### config.mk
export PLATFORM = sky130hd
export DESIGN_NAME = periodic_event_scheduler_top
export DESIGN_NICKNAME = d
export VERILOG_FILES = /design/src/pes_pkg.sv /design/src/pes_ctrl.sv /design/src/pes_dp.sv /design/src/periodic_event_scheduler_top.sv
export SDC_FILE = /design/constraint.sdc
export NUM_CORES = 1
export LEC_CHECK = 0
export BUFFER_PORTS_ARGS = -buffer_cell sky130_fd_sc_hd__buf_2
export CORE_MARGIN = 5
export CORE_UTILIZATION = 37
export CTS_CLUSTER_SIZE = 16
export DETAILED_ROUTE_END_ITERATION = 8
export HOLD_SLACK_MARGIN = 0.06
export PLACE_DENSITY = 0.62
export SLEW_MARGIN = 20
export SYNTH_ARGS = -nofsm -noshare
export SYNTH_HDL_FRONTEND = slang
export SYNTH_SLANG_ARGS = --single-unit
### constraint.sdc
create_clock -name clk -period 8.29 [get_ports clk]
set_input_delay 1.2435 -clock clk [delete_from_list [all_inputs] [get_ports clk]]
set_output_delay 1.2435 -clock clk [all_outputs]
set_load 0.03 [all_outputs]
### src/pes_pkg.sv
package pes_pkg;

  localparam int PES_NUM_CHANNELS = 16;
  localparam int PES_MAX_CHANNELS = 16;

  localparam logic [1:0] OP_ADD    = 2'd0;
  localparam logic [1:0] OP_REMOVE = 2'd1;
  localparam logic [1:0] OP_TICK   = 2'd2;
  localparam logic [1:0] OP_SIGALL = 2'd3;

  localparam logic [1:0] STS_OK   = 2'd0;
  localparam logic [1:0] STS_FULL = 2'd1;
  localparam logic [1:0] STS_FREE = 2'd2;

  typedef struct packed {
    logic [1:0]  op;
    logic [30:0] period;
    logic [30:0] start_time;
    logic [3:0]  slot;
    logic [30:0] cur_time;
  } in_word_t;

  typedef struct packed {
    logic [15:0] fire_mask;
    logic [3:0]  assigned_slot;
    logic [1:0]  status;
  } out_word_t;

  typedef enum logic [1:0] {
    S_IDLE,
    S_EXEC,
    S_SWEEP,
    S_DRAIN
  } state_t;

  // controller -> datapath
  typedef struct packed {
    logic load;    // latch the accepted word, clear the mask
    logic exec;    // run add / remove / signal-all
    logic rd_en;   // issue a table read for the tick sweep
    logic finish;  // emit the tick result
  } cmd_t;

endpackage

### src/pes_ctrl.sv
module pes_ctrl
  import pes_pkg::*;
#(
  parameter int NUM_CHANNELS = PES_NUM_CHANNELS,
  localparam int CW = (NUM_CHANNELS > 1) ? $clog2(NUM_CHANNELS) : 1
) (
  input  logic          clk,
  input  logic          rst_n,
  input  logic          start,
  input  logic [1:0]    op,
  output logic          busy,
  output cmd_t          cmd,
  output logic [CW-1:0] rd_addr
);

  localparam logic [CW-1:0] LAST_IDX = CW'(NUM_CHANNELS - 1);

  state_t        state_r, state_nxt;
  logic [CW-1:0] cnt_r, cnt_nxt;

  always_ff @(posedge clk) begin
    if (!rst_n) begin
      state_r <= S_IDLE;
      cnt_r   <= '0;
    end else begin
      state_r <= state_nxt;
      cnt_r   <= cnt_nxt;
    end
  end

  always_comb begin
    state_nxt = state_r;
    cnt_nxt   = cnt_r;
    cmd       = '0;
    busy      = 1'b1;
    case (state_r)
      S_IDLE: begin
        busy = 1'b0;
        if (start) begin
          cmd.load = 1'b1;
          cnt_nxt  = '0;
          state_nxt = (op == OP_TICK) ? S_SWEEP : S_EXEC;
        end
      end
      S_EXEC: begin
        cmd.exec  = 1'b1;
        state_nxt = S_IDLE;
      end
      S_SWEEP: begin
        cmd.rd_en = 1'b1;
        cnt_nxt   = cnt_r + 1'b1;
        if (cnt_r == LAST_IDX) begin
          state_nxt = S_DRAIN;
        end
      end
      S_DRAIN: begin
        cmd.finish = 1'b1;
        state_nxt  = S_IDLE;
      end
      default: begin
        state_nxt = S_IDLE;
      end
    endcase
  end

  assign rd_addr = cnt_r;

  a_accept_busy: assert property (@(posedge clk) disable iff (!rst_n)
    (state_r == S_IDLE && start) |=> busy)
    else $error("accepted word did not make the block busy");

  a_sweep_end: assert property (@(posedge clk) disable iff (!rst_n)
    (state_r == S_SWEEP && cnt_r == LAST_IDX) |=> cmd.finish)
    else $error("sweep end not followed by finish");

  a_exec_once: assert property (@(posedge clk) disable iff (!rst_n)
    cmd.exec |=> !busy)
    else $error("exec cycle not followed by idle");

endmodule

### src/pes_dp.sv
module pes_dp
  import pes_pkg::*;
#(
  parameter int NUM_CHANNELS = PES_NUM_CHANNELS,
  localparam int CW = (NUM_CHANNELS > 1) ? $clog2(NUM_CHANNELS) : 1
) (
  input  logic          clk,
  input  logic          rst_n,
  input  in_word_t      in_word,
  input  cmd_t          cmd,
  input  logic [CW-1:0] rd_addr,
  output logic          out_strobe,
  output out_word_t     out_word
);

  in_word_t              item_r;
  logic [NUM_CHANNELS-1:0] valid_r, valid_nxt;

  logic [30:0] period_mem [NUM_CHANNELS];
  logic [32:0] last_mem   [NUM_CHANNELS];
  logic [30:0] period_q_r;
  logic [32:0] last_q_r;

  logic          rd_vld_r;
  logic [CW-1:0] idx_d_r;
  logic [15:0]   mask_r, mask_nxt;

  logic          out_strobe_r, out_strobe_nxt;
  out_word_t     out_word_r, out_word_nxt;

  logic          free_found;
  logic [CW-1:0] free_idx;
  logic          slot_ok;
  logic [CW-1:0] slot_idx;
  logic          do_add;

  logic signed [33:0] due;
  logic signed [33:0] now;
  logic               hit;

  logic          per_we;
  logic          last_we;
  logic [CW-1:0] wr_addr;
  logic [32:0]   last_wdata;

  // lowest free slot
  always_comb begin
    free_found = 1'b0;
    free_idx   = '0;
    for (int i = NUM_CHANNELS - 1; i >= 0; i--) begin
      if (!valid_r[i]) begin
        free_found = 1'b1;
        free_idx   = CW'(i);
      end
    end
  end

  assign slot_ok  = ({28'd0, item_r.slot} < 32'(NUM_CHANNELS));
  assign slot_idx = item_r.slot[CW-1:0];
  assign do_add   = cmd.exec && (item_r.op == OP_ADD) && free_found;

  // tick compare on the entry read last cycle
  assign due = $signed({last_q_r[32], last_q_r}) + $signed({3'b000, period_q_r});
  assign now = $signed({3'b000, item_r.cur_time});
  assign hit = rd_vld_r && valid_r[idx_d_r] && (now >= due);

  assign mask_nxt = mask_r | (hit ? (16'd1 << idx_d_r) : 16'd0);

  always_comb begin
    per_we     = do_add;
    last_we    = do_add || hit;
    wr_addr    = do_add ? free_idx : idx_d_r;
    last_wdata = do_add ? ({2'b00, item_r.start_time} - {2'b00, item_r.period})
                        : due[32:0];
  end

  always_ff @(posedge clk) begin
    if (per_we) begin
      period_mem[wr_addr] <= item_r.period;
    end
    period_q_r <= period_mem[rd_addr];
  end

  always_ff @(posedge clk) begin
    if (last_we) begin
      last_mem[wr_addr] <= last_wdata;
    end
    last_q_r <= last_mem[rd_addr];
  end

  always_comb begin
    valid_nxt      = valid_r;
    out_strobe_nxt = 1'b0;
    out_word_nxt   = '0;
    if (cmd.exec) begin
      out_strobe_nxt = 1'b1;
      case (item_r.op)
        OP_ADD: begin
          if (free_found) begin
            valid_nxt[free_idx]        = 1'b1;
            out_word_nxt.assigned_slot = 4'(free_idx);
          end else begin
            out_word_nxt.status = STS_FULL;
          end
        end
        OP_REMOVE: begin
          if (slot_ok && valid_r[slot_idx]) begin
            valid_nxt[slot_idx] = 1'b0;
          end else begin
            out_word_nxt.status = STS_FREE;
          end
        end
        OP_SIGALL: begin
          out_word_nxt.fire_mask = 16'(valid_r);
        end
        default: begin
        end
      endcase
    end else if (cmd.finish) begin
      out_strobe_nxt         = 1'b1;
      out_word_nxt.fire_mask = mask_nxt;
    end
  end

  always_ff @(posedge clk) begin
    if (cmd.load) begin
      item_r <= in_word;
    end
    idx_d_r    <= rd_addr;
    out_word_r <= out_word_nxt;
    if (cmd.load) begin
      mask_r <= '0;
    end else if (rd_vld_r) begin
      mask_r <= mask_nxt;
    end
  end

  always_ff @(posedge clk) begin
    if (!rst_n) begin
      valid_r      <= '0;
      rd_vld_r     <= 1'b0;
      out_strobe_r <= 1'b0;
    end else begin
      valid_r      <= valid_nxt;
      rd_vld_r     <= cmd.rd_en;
      out_strobe_r <= out_strobe_nxt;
    end
  end

  assign out_strobe = out_strobe_r;
  assign out_word   = out_word_r;

  a_strobe_gap: assert property (@(posedge clk) disable iff (!rst_n)
    out_strobe_r |=> !out_strobe_r)
    else $error("back-to-back result strobes");

  a_sweep_no_exec: assert property (@(posedge clk) disable iff (!rst_n)
    rd_vld_r |-> !cmd.exec)
    else $error("table op during tick sweep");

  a_err_no_mask: assert property (@(posedge clk) disable iff (!rst_n)
    (out_strobe_r && out_word_r.status != STS_OK) |-> (out_word_r.fire_mask == 16'd0))
    else $error("error result carries a fire mask");

endmodule

### src/periodic_event_scheduler_top.sv
// Channel   Ports                      Direction  Handshake
// input     start, busy, in_word       in         taken when start & !busy
// result    out_strobe, out_word       out        one-cycle strobe, no backpressure
//
// Add, remove and signal-all pass from accept through the EXEC state and the
// result register to the strobe. A tick passes through SWEEP and DRAIN: the
// sweep reads one channel a cycle from the period / last-fired memories, whose
// single registered read port sets the pace.
// Reset clears the valid bits and control; table entries stay undefined until added.
// The receiver cannot stall; busy stays high until the result strobe is issued.
module periodic_event_scheduler_top
  import pes_pkg::*;
#(
  parameter int NUM_CHANNELS = PES_NUM_CHANNELS
) (
  input  logic      clk,
  input  logic      rst_n,
  input  logic      start,
  output logic      busy,
  input  in_word_t  in_word,
  output logic      out_strobe,
  output out_word_t out_word
);

  localparam int CW = (NUM_CHANNELS > 1) ? $clog2(NUM_CHANNELS) : 1;

  cmd_t          cmd;
  logic [CW-1:0] rd_addr;

  // sequencer: accept, dispatch, channel sweep
  pes_ctrl #(
    .NUM_CHANNELS (NUM_CHANNELS)
  ) u_ctrl (
    .clk     (clk),
    .rst_n   (rst_n),
    .start   (start),
    .op      (in_word.op),
    .busy    (busy),
    .cmd     (cmd),
    .rd_addr (rd_addr)
  );

  // channel table, tick compare and result register
  pes_dp #(
    .NUM_CHANNELS (NUM_CHANNELS)
  ) u_dp (
    .clk        (clk),
    .rst_n      (rst_n),
    .in_word    (in_word),
    .cmd        (cmd),
    .rd_addr    (rd_addr),
    .out_strobe (out_strobe),
    .out_word   (out_word)
  );

endmodule
==> flow_summary_export.csv <==
group,metric,value,unit
critical_path,crit_path_start,"u_dp.last_q_r[0]$_DFF_P_",
timing,finalClockSkew,30.31,ps
grt,overflow,0,
clock_tree,post_cts_buffers,0,
min_path,min_from,"u_dp.mask_r[13]$_SDFFE_PP0P_",
yosys,synth_top_area_share,67.50,%
timing,setup_viol,0,
critical_path,critPathCaptureType,"register",
timing,rsz0062_at_grt,"false",
place,dp_hpwl,78.79,mm
yosys,synth.distinct_cells,66,
pwr,clock_power_share,42.3,%
pwr,power.density,238.2,nW/µm²
routing,totalWireLength,126.6,mm
yosys,synthArstFlopShare,0,%
pwr,switching_share,21.91,%
clock_tree,cts_buffers,133,
grt,grt_max_degree,124,
layout,drive_gt1_share,26.99,%
pwr,internal-power,10.71,mW
floorplan,die_x,377.5,µm
yosys,synthCells,2577,
clock_tree,cts_tree,"built",
yosys,synth_ff_type,"edfxtp_1",
clock_tree,cts_sinks,1253,
critical_path,required,8660,ps
grt,antenna_found_initial,6,
floorplan,num_rows,134,
floorplan,pin_count,126,
layout,final_cells,4671,
routing,avgRoutedWirePerCell,27.11,µm
place,gp_congestion,0.9371,
yosys,synth_area,49960,µm²
yosys,synth-edff-count,1123,
yosys,synth_nets,2775,
critical_path,worst_ep_arrival_time,6370,ps
layout,nNetsFinal,2997,
yosys,ys_seq_area_share,72.71,%
clock_tree,cts_buffer_depth,3,
timing,period_needed,6006,ps
job,maxCapViolCount,0,
pwr,power_frac_seq,52.1,%
routing,antenna_left,0,
critical_path,start_kind,"register",
clock_tree,root_buffer,"clkbuf_16",
routing,first_pass_iters,5,
clock_tree,clock_latency,750,ps
floorplan,start_util,37.34,%
layout,area_growth,15.19,%
yosys,synth_common_cells,"edfxtp_1, mux4_2, dfxtp_1",
yosys,ys_ff_latch,1253,
timing,relSlewSlack,26.12,%
routing,vias,25719,
clock_tree,cts.htree.levels,4,
yosys,synthTopCellsByArea,"edfxtp_1, mux4_2, dfxtp_1, ha_1, o21ai_0",
pwr,power_switching,3.004,mW
place,port_buffers,125,
grt,grt_pass1_vias,25504,
place,placedCellCount,4432,
critical_path,regToRegStartpoint,"u_dp.last_q_r[0]$_DFF_P_",
timing,final_max_slew_viol_count,0,
critical_path,path_max_fanout,33,
run_status,status,"completed",
timing,tns,0,ps
timing,tightest_slew,1087,ps
floorplan,dieHeight,377.5,µm
clock_tree,cts_resized,0,
place,dpl_cell_area,53250,µm²
grt,grt_usage,17.74,%
timing,timing.fmax,166.5,MHz
layout,post-route-cell-area,57550,µm²
yosys,yosysMostFrequentCell,"edfxtp_1",
timing,finalCritPeriodShare,72.45,%
routing,dr.first_iter.drc_count,2487,
timing,finalHoldViolCount,0,
clock_tree,hold_buffers,0,
yosys,ys_warn_count,0,
floorplan,die_area,142500,µm²
min_path,hp-class,"register to register",
pwr,combPwrFrac,5.6,%
yosys,synth.avg_cell_area,19.39,µm²
critical_path,path_class,"register to register",
pwr,ir_drop,0.1587,mV
floorplan,core_area,133800,µm²
clock_tree,clk_pin_slew,60,ps
grt,grt_pass1_wl,182.3,mm
routing,drc,0,
yosys,yosysTopAreaCell,"edfxtp_1",
routing,viasPerCell,5.506,
pwr,leakage,18.41,nW
## through the flow
stage	hold WS, ps	util [%]	power [mW]	setup WS [ps]
3_5_place_dp	442.5	39.80	8.028	2441
6_report	456.7	43.01	13.71	2284
4_1_cts	456.1	42.99	13.83	2381
3_3_place_gp	433.5	39.79	8.021	2549
5_1_grt	480.9	43.01	14.18	1946
2_1_floorplan	329.0	-	7.668	548.0
## path summary, 6_finish.rpt
check / slack [ps] / endpoint / depth (start not counted)
setup / recovery: 2280 / u_dp.last_mem[13][19]$_DFFE_PP_ / 24
hold / removal: 460 / u_dp.mask_r[13]$_SDFFE_PP0P_ / 2
setup reg to reg: 2280 / u_dp.last_mem[13][19]$_DFFE_PP_ / 24
hold reg to reg: 460 / u_dp.mask_r[13]$_SDFFE_PP0P_ / 2
## layout by cell type (no fill, tap or decap), types with 9 or more instances in the layout
| cell type | count |
|---|---|
| buf_4 | 70 |
| o21a_1 | 12 |
| edfxtp_1 | 1123 |
| a21boi_0 | 17 |
| xor2_1 | 28 |
| nand3_1 | 24 |
| a22oi_1 | 20 |
| clkbuf_8 | 12 |
| o21ai_0 | 96 |
| nor2_4 | 20 |
| clkinv_2 | 16 |
| o21ai_2 | 11 |
| nand4_1 | 18 |
| clkinv_1 | 17 |
| buf_2 | 125 |
| xnor2_1 | 23 |
| a31oi_1 | 11 |
| nor2_1 | 41 |
| nand2b_1 | 15 |
| a21o_1 | 39 |
| a21oi_1 | 76 |
| ha_1 | 94 |
| clkbuf_1 | 33 |
| nand2_1 | 100 |
| nor3_1 | 17 |
| nor2b_1 | 14 |
| and2_1 | 9 |
| mux4_2 | 329 |
| inv_1 | 62 |
| clkbuf_16 | 137 |
| dfxtp_1 | 126 |
## layer usage
metal / routed length (µm) / vias up / track usage, %
met3: 10960 / 164 / 4.727
met4: 3585 / 2 / 5.804
met2: 56740 / 1061 / 26.13
met1: 55360 / 13475 / 25.78
li1: - / 11017 / -
met5: 12 / - / 0
## cell type report
cell class                      count  area (µm²)
Sequential cell                  1253       36340
Antenna cell                        2       5.005
Fill cell                       11600       76250
Clock inverter                     55       554.3
Timing Repair Buffer              198        1211
Tap cell                         1768        2212
Multi-Input combinational cell   1150       13270
Inverter                           63       239.0
Clock buffer                      182        3717
## state kept, by name, summed over array words and instances (netlist names)
signal	count
u_dp.mask_r	16
u_dp.period_q_r	31
u_dp.out_word	22
u_ctrl.rd_addr	4
u_dp.period_mem	496
u_dp.item_r	95
u_dp.rd_vld_r	1
u_dp.idx_d_r	4
u_dp.slot_idx	4
u_dp.last_q_r	33
u_ctrl.state_r	2
u_dp.valid_r	16
u_dp.out_strobe	1
u_dp.last_mem	528
## cell families after synthesis
group,Yosys count,share of synthesized area [%]
and+or+nand+nor,315,3.118
AOI/OAI and AO/OA,344,4.395
adders and majority gates,96,2.434
muxes,344,15.14
DFF,1253,72.71
buffers and inverters,174,1.310
xor gates and xnor gates,51,0.8941
## power groups by stage
| stage | combinational [mW] | clock, mW | sequential (mW) |
|---|---|---|---|
| 2_1_floorplan | 0.454 | 0 | 7.21 |
| 3_5_place_dp | 0.757 | 0 | 7.27 |
| 4_1_cts | 0.761 | 5.93 | 7.14 |
| 5_1_grt | 0.831 | 6.21 | 7.14 |
| 3_3_place_gp | 0.751 | 0 | 7.27 |
| 6_report | 0.769 | 5.80 | 7.14 |
## worst max-delay path, stage by stage (launching register included)
cell and delay [ps]:
dfxtp_1 310, ha_1 210, inv_1 70, fa_1 400, nand2b_1 180, a21oi_1 230, o22a_1 270, and2_1 170
a41o_1 240, a21o_1 130, a21o_1 150, a31oi_1 100, xor2_1 170, ha_1 330, nand4_1 180, nor4_1 490
a221oi_1 170, nand4_1 110, nand3b_1 90, a31oi_1 150, o2111a_1 220, a211o_4 210, o211ai_1 320, nor2_4 210
buf_4 460
(Power assumes the default switching activity.)
